[config.mk]
export PLATFORM = sky130hd
export DESIGN_NAME = rgb_to_hsl_converter_top_flat
export DESIGN_NICKNAME = d
export VERILOG_FILES = /design/src/rtl/rth_pkg.sv /design/src/rtl/rth_if.sv /design/src/rtl/rth_front.sv /design/src/rtl/rth_divider.sv /design/src/rtl/rth_back.sv /design/src/rtl/rgb_to_hsl_converter_top.sv /design/src/flat_wrapper.sv
export SDC_FILE = /design/constraint.sdc
export NUM_CORES = 2
export LEC_CHECK = 0
export BUFFER_PORTS_ARGS = -buffer_cell sky130_fd_sc_hd__buf_2
export CAP_MARGIN = 15
export CORE_ASPECT_RATIO = 0.8
export CORE_MARGIN = 8
export CORE_UTILIZATION = 60
export CTS_CLUSTER_SIZE = 40
export DETAILED_ROUTE_END_ITERATION = 8
export PLACE_DENSITY = 0.76
export SYNTH_ARGS = -nofsm -noshare
export SYNTH_HDL_FRONTEND = slang
export SYNTH_HIERARCHICAL = 1
export SYNTH_SLANG_ARGS = --single-unit
[constraint.sdc]
create_clock -name clk -period 13.9 [get_ports clk]
set_input_delay 1.39 -clock clk [delete_from_list [all_inputs] [get_ports clk]]
set_output_delay 1.39 -clock clk [all_outputs]
set_load 0.05 [all_outputs]
[src/rtl/rth_pkg.sv]
// RGB to HSL converter: shared constants, sector codes and the hue control struct.
// No dependencies; used by the interfaces, the front end, the back end and the top level.
`timescale 1ns / 1ps

package rth_pkg;

  localparam int HUE_W      = 15;
  localparam int SAT_W      = 17;
  localparam int LIGHT_W    = 17;
  localparam int FRAC_BITS  = 16;
  localparam int QUO_W      = 17;
  localparam int HUE_Q_W    = 12;
  localparam int HUE_SUM_W  = 16;
  localparam int HUE_SECTOR = 3840;
  localparam int HUE_TURN   = 23040;

  typedef enum logic [1:0] {
    SEC_RED,
    SEC_GREEN,
    SEC_BLUE
  } sector_t;

  typedef struct packed {
    sector_t sector;
    logic    neg;
    logic    grey;
  } hue_ctl_t;

endpackage

[src/rtl/rth_if.sv]
// RGB to HSL converter: valid/ready channel interfaces for pixels and results.
// Depends on rth_pkg for the result field widths.
`timescale 1ns / 1ps

interface rth_pix_if #(
  parameter int CHANNEL_BITS = 8
);
  logic                    valid;
  logic                    ready;
  logic [CHANNEL_BITS-1:0] red;
  logic [CHANNEL_BITS-1:0] green;
  logic [CHANNEL_BITS-1:0] blue;

  modport source (output valid, output red, output green, output blue, input ready);
  modport sink   (input valid, input red, input green, input blue, output ready);
endinterface

interface rth_hsl_if;
  logic                        valid;
  logic                        ready;
  logic [rth_pkg::HUE_W-1:0]   hue;
  logic [rth_pkg::SAT_W-1:0]   saturation;
  logic [rth_pkg::LIGHT_W-1:0] lightness;

  modport source (output valid, output hue, output saturation, output lightness, input ready);
  modport sink   (input valid, input hue, input saturation, input lightness, output ready);
endinterface

[src/rtl/rth_front.sv]
// RGB to HSL converter: two front stages, max/min and sector choice, then divider operands
// and lightness. Depends on rth_pkg.
`timescale 1ns / 1ps

module rth_front #(
  parameter int CHANNEL_BITS = 8
) (
  input  logic                                        clk,
  input  logic [1:0]                                  en,
  input  logic [CHANNEL_BITS-1:0]                     red,
  input  logic [CHANNEL_BITS-1:0]                     green,
  input  logic [CHANNEL_BITS-1:0]                     blue,
  output rth_pkg::hue_ctl_t                           hctl,
  output logic [CHANNEL_BITS+rth_pkg::QUO_W-1:0]      hue_num,
  output logic [CHANNEL_BITS-1:0]                     hue_den,
  output logic [CHANNEL_BITS+rth_pkg::QUO_W-1:0]      sat_num,
  output logic [CHANNEL_BITS-1:0]                     sat_den,
  output logic [rth_pkg::LIGHT_W-1:0]                 light
);

  localparam int CB    = CHANNEL_BITS;
  localparam int PW    = CB + rth_pkg::HUE_Q_W;
  localparam int NUM_W = CB + rth_pkg::QUO_W;
  localparam int LPW      = 2 * CB + 18;
  localparam int LIGHT_SH = 2 * CB + 1;
  localparam longint FULL_L    = (longint'(1) << CB) - 1;
  localparam longint LIGHT_MUL = ((longint'(1) << (2 * CB + 16)) + FULL_L - 1) / FULL_L;
  localparam logic [CB-1:0] FULL     = {CB{1'b1}};
  localparam logic [CB:0]   TWO_FULL = {FULL, 1'b0};

  rth_pkg::sector_t  sec;
  logic [CB-1:0]     hi;
  logic [CB-1:0]     lo;
  logic [CB:0]       diff;
  logic [CB:0]       diff_neg;

  rth_pkg::hue_ctl_t hctl1_nxt, hctl1_r;
  logic [CB-1:0]     c_nxt, c_r;
  logic [CB:0]       sum_nxt, sum_r;
  logic [CB-1:0]     dmag_nxt, dmag_r;

  logic [PW-1:0]     hue_prod;
  logic [LPW-1:0]    light_prod;
  rth_pkg::hue_ctl_t hctl2_r;
  logic [NUM_W-1:0]  hue_num_nxt, hue_num_r;
  logic [CB-1:0]     hue_den_r;
  logic [NUM_W-1:0]  sat_num_nxt, sat_num_r;
  logic [CB-1:0]     sat_den_nxt, sat_den_r;
  logic [rth_pkg::LIGHT_W-1:0] light_nxt, light_r;

  // stage 1: largest channel picks the sector, red first, then green
  always_comb begin
    if (red >= green && red >= blue) begin
      sec  = rth_pkg::SEC_RED;
      hi   = red;
      lo   = (green < blue) ? green : blue;
      diff = {1'b0, green} - {1'b0, blue};
    end else if (green >= blue) begin
      sec  = rth_pkg::SEC_GREEN;
      hi   = green;
      lo   = (red < blue) ? red : blue;
      diff = {1'b0, blue} - {1'b0, red};
    end else begin
      sec  = rth_pkg::SEC_BLUE;
      hi   = blue;
      lo   = (red < green) ? red : green;
      diff = {1'b0, red} - {1'b0, green};
    end
    diff_neg         = -diff;
    c_nxt            = hi - lo;
    sum_nxt          = {1'b0, hi} + {1'b0, lo};
    dmag_nxt         = diff[CB] ? diff_neg[CB-1:0] : diff[CB-1:0];
    hctl1_nxt.sector = sec;
    hctl1_nxt.neg    = diff[CB];
    hctl1_nxt.grey   = (c_nxt == '0);
  end

  always_ff @(posedge clk) begin
    if (en[0]) begin
      hctl1_r <= hctl1_nxt;
      c_r     <= c_nxt;
      sum_r   <= sum_nxt;
      dmag_r  <= dmag_nxt;
    end
  end

  // stage 2: numerators, divisors and lightness by reciprocal multiplication
  always_comb begin
    hue_prod      = PW'(dmag_r) * PW'(rth_pkg::HUE_SECTOR);
    hue_num_nxt   = {{(rth_pkg::QUO_W - rth_pkg::HUE_Q_W){1'b0}}, hue_prod};
    sat_num_nxt   = {1'b0, c_r, {rth_pkg::FRAC_BITS{1'b0}}};
    light_prod    = LPW'(sum_r) * LPW'(LIGHT_MUL);
    light_nxt     = light_prod[LPW-1:LIGHT_SH];
    if (sum_r >= {1'b0, FULL}) begin
      sat_den_nxt = CB'(TWO_FULL - sum_r);
    end else begin
      sat_den_nxt = sum_r[CB-1:0];
    end
  end

  always_ff @(posedge clk) begin
    if (en[1]) begin
      hctl2_r     <= hctl1_r;
      hue_num_r   <= hue_num_nxt;
      hue_den_r   <= c_r;
      sat_num_r   <= sat_num_nxt;
      sat_den_r   <= sat_den_nxt;
      light_r     <= light_nxt;
    end
  end

  assign hctl      = hctl2_r;
  assign hue_num   = hue_num_r;
  assign hue_den   = hue_den_r;
  assign sat_num   = sat_num_r;
  assign sat_den   = sat_den_r;
  assign light     = light_r;

endmodule

[src/rtl/rth_divider.sv]
// RGB to HSL converter: pipelined restoring divider lane, one quotient bit per stage.
// Needs num < den * 2**QUO_W. No package dependency; stage enables come from the top level.
`timescale 1ns / 1ps

module rth_divider #(
  parameter int DEN_W = 8,
  parameter int QUO_W = 17
) (
  input  logic                   clk,
  input  logic [QUO_W-1:0]       en,
  input  logic [DEN_W+QUO_W-1:0] num,
  input  logic [DEN_W-1:0]       den,
  output logic [QUO_W-1:0]       quo,
  output logic [DEN_W-1:0]       rem
);

  localparam int ACC_W = DEN_W + QUO_W;

  logic [ACC_W-1:0] acc_r [QUO_W];
  logic [DEN_W-1:0] den_r [QUO_W-1];

  for (genvar i = 0; i < QUO_W; i++) begin : g_step
    logic [ACC_W-1:0] acc_in;
    logic [DEN_W-1:0] den_in;
    logic [DEN_W:0]   cand;
    logic [DEN_W:0]   diff;
    logic [ACC_W-1:0] acc_nxt;

    if (i == 0) begin : g_first
      assign acc_in = num;
      assign den_in = den;
    end else begin : g_next
      assign acc_in = acc_r[i-1];
      assign den_in = den_r[i-1];
    end

    always_comb begin
      cand = acc_in[ACC_W-1:QUO_W-1];
      diff = cand - {1'b0, den_in};
      if (cand >= {1'b0, den_in}) begin
        acc_nxt = {diff[DEN_W-1:0], acc_in[QUO_W-2:0], 1'b1};
      end else begin
        acc_nxt = {cand[DEN_W-1:0], acc_in[QUO_W-2:0], 1'b0};
      end
    end

    always_ff @(posedge clk) begin
      if (en[i]) begin
        acc_r[i] <= acc_nxt;
      end
    end

    if (i < QUO_W - 1) begin : g_den
      always_ff @(posedge clk) begin
        if (en[i]) begin
          den_r[i] <= den_in;
        end
      end
    end
  end

  assign quo = acc_r[QUO_W-1][QUO_W-1:0];
  assign rem = acc_r[QUO_W-1][ACC_W-1:QUO_W];

endmodule

[src/rtl/rth_back.sv]
// RGB to HSL converter: final stage, hue floor correction, sector offset, wrap and grey case.
// Depends on rth_pkg; drives the result register.
`timescale 1ns / 1ps

module rth_back (
  input  logic                          clk,
  input  logic                          en,
  input  rth_pkg::hue_ctl_t             hctl,
  input  logic [rth_pkg::HUE_Q_W-1:0]   hue_quo,
  input  logic                          hue_rem_nz,
  input  logic [rth_pkg::SAT_W-1:0]     sat_quo,
  input  logic [rth_pkg::LIGHT_W-1:0]   light_quo,
  output logic [rth_pkg::HUE_W-1:0]     hue,
  output logic [rth_pkg::SAT_W-1:0]     saturation,
  output logic [rth_pkg::LIGHT_W-1:0]   lightness
);

  localparam int SW = rth_pkg::HUE_SUM_W;

  logic [SW-1:0]               mag;
  logic [SW-1:0]               offset;
  logic [SW-1:0]               hsum;
  logic [SW-1:0]               hwrap;
  logic [rth_pkg::HUE_W-1:0]   hue_nxt, hue_r;
  logic [rth_pkg::SAT_W-1:0]   sat_nxt, sat_r;
  logic [rth_pkg::LIGHT_W-1:0] light_r;

  always_comb begin
    case (hctl.sector)
      rth_pkg::SEC_RED:   offset = '0;
      rth_pkg::SEC_GREEN: offset = SW'(2 * rth_pkg::HUE_SECTOR);
      rth_pkg::SEC_BLUE:  offset = SW'(4 * rth_pkg::HUE_SECTOR);
      default:            offset = '0;
    endcase
    // floor of a negative quotient rounds the magnitude up
    mag   = SW'(hue_quo) + SW'(hctl.neg & hue_rem_nz);
    hsum  = hctl.neg ? (offset - mag) : (offset + mag);
    hwrap = hsum[SW-1] ? (hsum + SW'(rth_pkg::HUE_TURN)) : hsum;
    if (hctl.grey) begin
      hue_nxt = '0;
      sat_nxt = '0;
    end else begin
      hue_nxt = hwrap[rth_pkg::HUE_W-1:0];
      sat_nxt = sat_quo;
    end
  end

  always_ff @(posedge clk) begin
    if (en) begin
      hue_r   <= hue_nxt;
      sat_r   <= sat_nxt;
      light_r <= light_quo;
    end
  end

  assign hue        = hue_r;
  assign saturation = sat_r;
  assign lightness  = light_r;

endmodule

[src/rtl/rgb_to_hsl_converter_top.sv]
// RGB to HSL converter top level: stage valid chain, divider lanes and result channel.
// Depends on rth_pkg, rth_if, rth_front, rth_divider and rth_back.
//
// Usage: pixels enter on in_pix (red, green, blue) with a valid/ready
// handshake; each accepted transaction gives exactly one result on out_hsl
// (hue in degrees times 64, saturation and lightness as Q1.16 fractions).
// Pipeline: two front stages (lightness is formed there by a reciprocal
// multiplication), seventeen divider stages (one quotient bit per stage in
// two parallel restoring divider lanes, hue and saturation) and one result
// register: 20 register stages in all.
// Throughput is one pixel per cycle while the receiver accepts results.
// Every stage keeps its own valid bit and loads when it is empty or its
// successor loads, so a stalled receiver holds the result register while
// empty stages further back keep taking pixels; nothing is dropped or
// repeated. Reset (rst_n low, synchronous) clears all valid bits; data
// registers are not reset. The block holds no state between pixels.
`timescale 1ns / 1ps

module rgb_to_hsl_converter_top #(
  parameter int CHANNEL_BITS = 8
) (
  input  logic             clk,
  input  logic             rst_n,
  rth_pix_if.sink          in_pix,
  rth_hsl_if.source        out_hsl
);

  localparam int CB       = CHANNEL_BITS;
  localparam int QW       = rth_pkg::QUO_W;
  localparam int FRONT_ST = 2;
  localparam int STAGES   = FRONT_ST + QW + 1;

  logic [STAGES:0]   rdy;
  logic [STAGES-1:0] vld_nxt, vld_r;

  rth_pkg::hue_ctl_t    front_hctl;
  rth_pkg::hue_ctl_t    hctl_r [QW];
  logic [rth_pkg::LIGHT_W-1:0] front_light;
  logic [rth_pkg::LIGHT_W-1:0] light_r [QW];
  logic [CB+QW-1:0]     hue_num;
  logic [CB-1:0]        hue_den;
  logic [CB+QW-1:0]     sat_num;
  logic [CB-1:0]        sat_den;
  logic [QW-1:0]        hue_quo;
  logic [CB-1:0]        hue_rem;
  logic [QW-1:0]        sat_quo;

  // a stage advances when empty or when its successor advances
  assign rdy[STAGES] = out_hsl.ready;
  for (genvar i = 0; i < STAGES; i++) begin : g_rdy
    assign rdy[i] = ~vld_r[i] | rdy[i+1];
  end

  assign vld_nxt = (rdy[STAGES-1:0] & {vld_r[STAGES-2:0], in_pix.valid})
                 | (~rdy[STAGES-1:0] & vld_r);

  always_ff @(posedge clk) begin
    if (!rst_n) begin
      vld_r <= '0;
    end else begin
      vld_r <= vld_nxt;
    end
  end

  rth_front #(
    .CHANNEL_BITS (CB)
  ) u_front (
    .clk       (clk),
    .en        (rdy[1:0]),
    .red       (in_pix.red),
    .green     (in_pix.green),
    .blue      (in_pix.blue),
    .hctl      (front_hctl),
    .hue_num   (hue_num),
    .hue_den   (hue_den),
    .sat_num   (sat_num),
    .sat_den   (sat_den),
    .light     (front_light)
  );

  // hue control and lightness travel alongside the divider stages
  for (genvar j = 0; j < QW; j++) begin : g_hctl
    always_ff @(posedge clk) begin
      if (rdy[FRONT_ST+j]) begin
        hctl_r[j]  <= (j == 0) ? front_hctl : hctl_r[(j == 0) ? 0 : j-1];
        light_r[j] <= (j == 0) ? front_light : light_r[(j == 0) ? 0 : j-1];
      end
    end
  end

  rth_divider #(
    .DEN_W (CB),
    .QUO_W (QW)
  ) u_div_hue (
    .clk (clk),
    .en  (rdy[FRONT_ST+QW-1:FRONT_ST]),
    .num (hue_num),
    .den (hue_den),
    .quo (hue_quo),
    .rem (hue_rem)
  );

  rth_divider #(
    .DEN_W (CB),
    .QUO_W (QW)
  ) u_div_sat (
    .clk (clk),
    .en  (rdy[FRONT_ST+QW-1:FRONT_ST]),
    .num (sat_num),
    .den (sat_den),
    .quo (sat_quo),
    .rem ()
  );

  rth_back u_back (
    .clk        (clk),
    .en         (rdy[STAGES-1]),
    .hctl       (hctl_r[QW-1]),
    .hue_quo    (hue_quo[rth_pkg::HUE_Q_W-1:0]),
    .hue_rem_nz (|hue_rem),
    .sat_quo    (sat_quo),
    .light_quo  (light_r[QW-1]),
    .hue        (out_hsl.hue),
    .saturation (out_hsl.saturation),
    .lightness  (out_hsl.lightness)
  );

  assign in_pix.ready  = rdy[0];
  assign out_hsl.valid = vld_r[STAGES-1];

  a_accept_fills: assert property (@(posedge clk) disable iff (!rst_n)
    in_pix.valid && in_pix.ready |=> vld_r[0])
    else $error("accepted transaction not captured by the first stage");

  a_hue_range: assert property (@(posedge clk) disable iff (!rst_n)
    out_hsl.valid |-> out_hsl.hue < rth_pkg::HUE_W'(rth_pkg::HUE_TURN))
    else $error("hue outside one turn");

  a_frac_range: assert property (@(posedge clk) disable iff (!rst_n)
    out_hsl.valid |-> (out_hsl.saturation <= rth_pkg::SAT_W'(65536))
                   && (out_hsl.lightness <= rth_pkg::LIGHT_W'(65536)))
    else $error("saturation or lightness above one");

  a_stall_holds: assert property (@(posedge clk) disable iff (!rst_n)
    out_hsl.valid && !out_hsl.ready |=> out_hsl.valid && $stable(out_hsl.hue))
    else $error("result register changed while stalled");

endmodule
[src/flat_wrapper.sv]
// flat-port wrapper written by rule: the top's interface ports become plain ports
module rgb_to_hsl_converter_top_flat 
#(
  parameter int CHANNEL_BITS = 8
)
  (clk, rst_n, in_pix_valid, in_pix_red, in_pix_green, in_pix_blue, in_pix_ready, out_hsl_valid, out_hsl_hue, out_hsl_saturation, out_hsl_lightness, out_hsl_ready);
  rth_pix_if #(.CHANNEL_BITS(CHANNEL_BITS)) in_pix_i ();
  rth_hsl_if out_hsl_i ();
  input  logic clk;
  input  logic rst_n;
  input wire logic [$bits(in_pix_i.valid)-1:0] in_pix_valid;
  input wire logic [$bits(in_pix_i.red)-1:0] in_pix_red;
  input wire logic [$bits(in_pix_i.green)-1:0] in_pix_green;
  input wire logic [$bits(in_pix_i.blue)-1:0] in_pix_blue;
  output wire logic [$bits(in_pix_i.ready)-1:0] in_pix_ready;
  output wire logic [$bits(out_hsl_i.valid)-1:0] out_hsl_valid;
  output wire logic [$bits(out_hsl_i.hue)-1:0] out_hsl_hue;
  output wire logic [$bits(out_hsl_i.saturation)-1:0] out_hsl_saturation;
  output wire logic [$bits(out_hsl_i.lightness)-1:0] out_hsl_lightness;
  input wire logic [$bits(out_hsl_i.ready)-1:0] out_hsl_ready;
  assign in_pix_i.valid = in_pix_valid;
  assign in_pix_i.red = in_pix_red;
  assign in_pix_i.green = in_pix_green;
  assign in_pix_i.blue = in_pix_blue;
  assign in_pix_ready = in_pix_i.ready;
  assign out_hsl_valid = out_hsl_i.valid;
  assign out_hsl_hue = out_hsl_i.hue;
  assign out_hsl_saturation = out_hsl_i.saturation;
  assign out_hsl_lightness = out_hsl_i.lightness;
  assign out_hsl_i.ready = out_hsl_ready;
  rgb_to_hsl_converter_top #(.CHANNEL_BITS(CHANNEL_BITS)) u_core (.clk(clk), .rst_n(rst_n), .in_pix(in_pix_i), .out_hsl(out_hsl_i));
endmodule
# Yosys cells after proc, flatten, opt, wreduce, memory -nomap -nowiden

Memory sizes are Yosys's and may differ from the RTL's. A register that Yosys moved wholly into a read port is not among the register bits.
Cells that the tools add are included.
W data, S select, Z words.

Flip-flop bits (word level): 113
Latch bits: 0
Memory bits (writable): 1463
Bits in read-only memories: 0
Input bits: 28
Output and inout bits: 51
Word-level logic and storage cells: 242
Memories: 6

$add $sub $neg: 45
$mul: 2
Divide/modulo/power cells: 0
$lt $le $gt $ge: 41
Equality and inequality tests: 2
Shift operators: 0
Multiplexer cells: 83
Bitwise gates (word level): 45
Reduce and logical (&&, ||, !) cells: 3

Memory list:

| name                   | depth | bits a word | rd ports | clocked after memory_dff | write ports | RTL line                       | RTL |
|---|---|---|---|---|---|---|---|
| u_core.u_div_hue.acc_r | 17    | 25          | 17       | 0                        | 17          | rth_divider.sv:19              | `logic [ACC_W-1:0] acc_r [QUO_W];` |
| u_core.u_div_sat.acc_r | 17    | 25          | 17       | 1                        | 17          | rth_divider.sv:19              |  |
| u_core.light_r         | 17    | 17          | 17       | 1                        | 17          | rgb_to_hsl_converter_top.sv:39 | `logic [rth_pkg::LIGHT_W-1:0] light_r [QW];` |
| u_core.u_div_hue.den_r | 16    | 8           | 16       | 0                        | 16          | rth_divider.sv:20              | `logic [DEN_W-1:0] den_r [QUO_W-1];` |
| u_core.u_div_sat.den_r | 16    | 8           | 16       | 0                        | 16          | rth_divider.sv:20              |  |
| u_core.hctl_r          | 17    | 4           | 17       | 0                        | 17          | rgb_to_hsl_converter_top.sv:37 | `rth_pkg::hue_ctl_t hctl_r [QW];` |

Operator list:

| cell                     | count |
|---|---|
| $mux W25                 | 34 |
| $ge A9 B8 Y1             | 32 |
| $sub A8 B8 Y8            | 34 |
| $mux W8                  | 9 |
| $and A20 B20 Y20         | 2 |
| $mux W1                  | 34 |
| $mul A9 B24 Y33 const B  | 1 |
| $ge A8 B8 Y1             | 4 |
| $pmux W14 S2             | 1 |
| $sub A8 B8 Y9            | 3 |
| $lt A8 B8 Y1             | 3 |
| $not A1 Y1               | 20 |
| $not A20 Y20             | 1 |
| $or A1 B1 Y1             | 20 |
| $or A20 B20 Y20          | 1 |
| $mux W9                  | 2 |
| $add A12 B16 Y16         | 1 |
| $add A16 B16 Y16         | 1 |
| $mux W16                 | 1 |
| $sub A16 B16 Y16         | 1 |
| $add A15 B15 Y15 const B | 1 |
| $mux W15                 | 1 |
| $mul A8 B4 Y12 const B   | 1 |
| $add A8 B8 Y9            | 1 |
| 12 further kinds         | 12 |

# Logic depth before layout (Yosys ltp)

Depth in word-level cells: 24
Depth in mapped cells: 24
Mapped depth without buffers: 21

# By module

The synthesis kept the hierarchy.

By module, submodules not included:

| module                         | times used | cells each | area each (µm²) | sequential area each (µm²) |
|---|---|---|---|---|
| rth_divider (u_core.u_div_hue) | 1          | 1643       | 25006.5         | 16605.9 |
| rth_divider (u_core.u_div_sat) | 1          | 1631       | 24720.0         | 16605.9 |
| rgb_to_hsl_converter_top       | 1          | 455        | 11599.9         | 11120.7 |
| rth_front                      | 1          | 631        | 6216.0          | 2192.1 |
| rth_back                       | 1          | 252        | 2837.7          | 1471.4 |

# Worst setup path after synthesis

OpenSTA, ideal clock, no wires.

Path type: input to register
Start point: in out_hsl_ready
End point: mem u_core/hctl_r[0][48] (netlist bit), enable pin
Arrival time: 6.470 ns
Data required time: 13.452 ns
Path slack: 6.982 ns
Stages: 5
Cells stage by stage: nand2b_1 nor2_2 inv_1 nor2_1 nand2_1

RTL lines:

| what            | RTL line                       | RTL |
|---|---|---|
| start, declared | flat_wrapper.sv:20             | `input wire logic [$bits(out_hsl_i.ready)-1:0] out_hsl_ready;` |
| end, declared   | rgb_to_hsl_converter_top.sv:37 |  |

==> flow_metrics.tcl <==
set metrics [dict create \
    dieArea_um2 123600 \
    path_class "reg -> reg" \
    finalSetupViolCount 0 \
    post_cts_resized 0 \
    setup_tns_ns 0 \
    io_buffers 78 \
    fmax_ghz 0.2020 \
    ant_nets 0 \
    vias 34810 \
    utilization_pct 66.26 \
    dp_hpwl_um 75130 \
    grt_max_degree 84 \
    min_period_over_period_pct 35.61 \
    period_minus_slack_ns 4.950 \
    cts_made_buffers 146 \
    drtIter0Drc 2254 \
    drc 0 \
    die_w_um 391.1 \
    htreeDepth 4 \
    clk_pin_slew_worst_paths_ns 0.06 \
    end_kind "register" \
    overflow 0 \
    ctsHoldBuffers 0 \
    status "complete, no violations" \
    max_cap_violations 0 \
    io_pins 79 \
    antenna_found_initial 5 \
    worstMarginPinSlew_ns 1.140 \
    wl_per_cell_um 18.24 \
    routabilityCongestion 0.8683 \
    grt_pass1_vias 35710 \
    finalMaxSlewViolations 0 \
    fin_skew_ns 0.03299 \
    rsz0062_at_grt "false" \
    grt_pass1_wl_um 184000 \
    syn_area_per_cell_um2 15.07 \
    clock_latency_ns 0.77 \
    synth_warnings 6 \
    synthesis.area_um2 67520 \
    drive_gt1_share_pct 12.10 \
    chipHeight_um 316.0 \
    clockBufferDepth 3 \
    wirelength_um 114300 \
    start_util_pct 60.27 \
    arrival_ns 5.41 \
    finalNetCount 5057 \
    cts_root_buffer "clkbuf_16" \
    cp-start-kind "register" \
    cts_tree "yes" \
    syn_inst 4480 \
    path_max_fanout 24 \
    viasPerCell 5.556 \
    hold_class "reg -> reg" \
    max_slew_margin_pct 23.99 \
    grt_usage_pct 18.42 \
    area_delta_synth_final_pct 9.944 \
    drtPass1Iterations 5 \
    cts_sinks 1522 \
    cts_post_setup_buffers_inserted 0 \
    crit_required_ns 14.36 \
    core-area_um2 112000 \
    row_count 110 \
    final-hold-violation-count 0 \
]
==> worst paths after layout <==
kind,startpoint,to,slack (ns),cells past startpoint
worst max-delay path,u_core/hctl_r[0][65]$_DFFE_PP_,u_core/u_back/hue[12]$_SDFFCE_PP0P_,8.95,15
worst min-delay path,u_core/u_div_sat/acc_r[0][312]$_DFFE_PP_,u_core/u_div_sat/acc_r[0][338]$_DFFE_PP_,0.40,0
worst max register to register,u_core/hctl_r[0][65]$_DFFE_PP_,u_core/u_back/hue[12]$_SDFFCE_PP0P_,8.95,15
worst min register to register,u_core/u_div_sat/acc_r[0][312]$_DFFE_PP_,u_core/u_div_sat/acc_r[0][338]$_DFFE_PP_,0.40,0
==> layout make-up <==
type                            instances  area, µm²
Sequential cell                      1522      45500
Fill cell                            7630      37800
Multi-Input combinational cell       2420      19700
Clock buffer                          177       3810
Tap cell                             1512       1892
Inverter                              441       1657
Clock inverter                         92       1114
Timing Repair Buffer                   99      548.0
Antenna cell                            2      5.005
==> placed cells by master (no fill, tap or decap), drive strengths merged, types with 33 or more instances in the layout <==
| cell | count |
|---|---|
| edfxtp | 1502 |
| inv | 444 |
| ha | 349 |
| nor2 | 211 |
| a21oi | 202 |
| mux2 | 183 |
| o21ai | 182 |
| clkbuf | 177 |
| xnor2 | 141 |
| nand2 | 109 |
| mux2i | 104 |
| buf | 99 |
| nor2b | 96 |
| nand2b | 82 |
| nand3 | 76 |
| clkinv | 70 |
| a21o | 64 |
| o21a | 54 |
| xor2 | 50 |
| fa | 50 |
| a21boi | 50 |
| a211oi | 35 |
| o31a | 33 |
==> sequential cells by signal, summed over array words and instances (netlist names), named ones only <==
signal                    count
u_core/hctl_r                68
u_core/u_back/saturation     17
u_core/u_front/hue_num       12
u_core/u_back/hue            15
u_core/u_div_hue/den_r      128
u_core/u_div_sat/acc_r      417
u_core/u_front/hctl           4
u_core/light_r              289
u_core/u_front/sat_den        7
u_core/u_back/lightness      17
u_core/u_div_hue/acc_r      350
u_core/u_div_sat/den_r      128
u_core/u_front/light         14
u_core/u_front/sum_r          9
u_core/u_front/c_r            7
u_core/u_front/hue_den        8
u_core/u_front/dmag_r         8
u_core/u_front/hctl1_r        4
==> through the flow <==
| step | setup WS [ns] | instances | cell area [µm²] | hold WS [ns] |
|---|---|---|---|---|
| 4_1_cts | 9.012 | 6263 | 74230 | 0.3972 |
| 6_report | 8.950 | 6265 | 74230 | 0.3970 |
| 3_3_place_gp | 8.232 | 5994 | 69300 | 0.4005 |
| 2_1_floorplan | 7.378 | 4509 | 67630 | 0.4003 |
| 3_5_place_dp | 8.207 | 5994 | 69300 | 0.4045 |
| 5_1_grt | 8.552 | 6263 | 74230 | 0.3910 |
==> critical path, stage by stage, from the launching register on <==
cell,delay (ns)
edfxtp_1,0.83
and2_1,0.23
ha_1,0.29
ha_1,0.35
and4_1,0.38
and3_1,0.22
nand4_1,0.15
xnor2_1,0.33
ha_1,0.37
nand2b_1,0.14
nand2_1,0.06
a2111oi_0,0.59
a21oi_1,0.24
o21ai_1,0.20
or3_4,0.19
a21oi_1,0.06
==> layer usage <==
metal | track usage, % | vias to the layer above | part of all wire, % | wire length, µm
met5 | 0 | - | 0.011 | 13
met4 | 5.020 | 2 | 1.8 | 2013
met3 | 3.340 | 156 | 4.8 | 5477
met2 | 32.11 | 729 | 49 | 56480
met1 | 23.91 | 17000 | 44 | 50280
li1 | - | 16930 | - | -
Power is not shown: default switching activity piles up to over one toggle a cycle in this logic, so the estimate is an artifact.
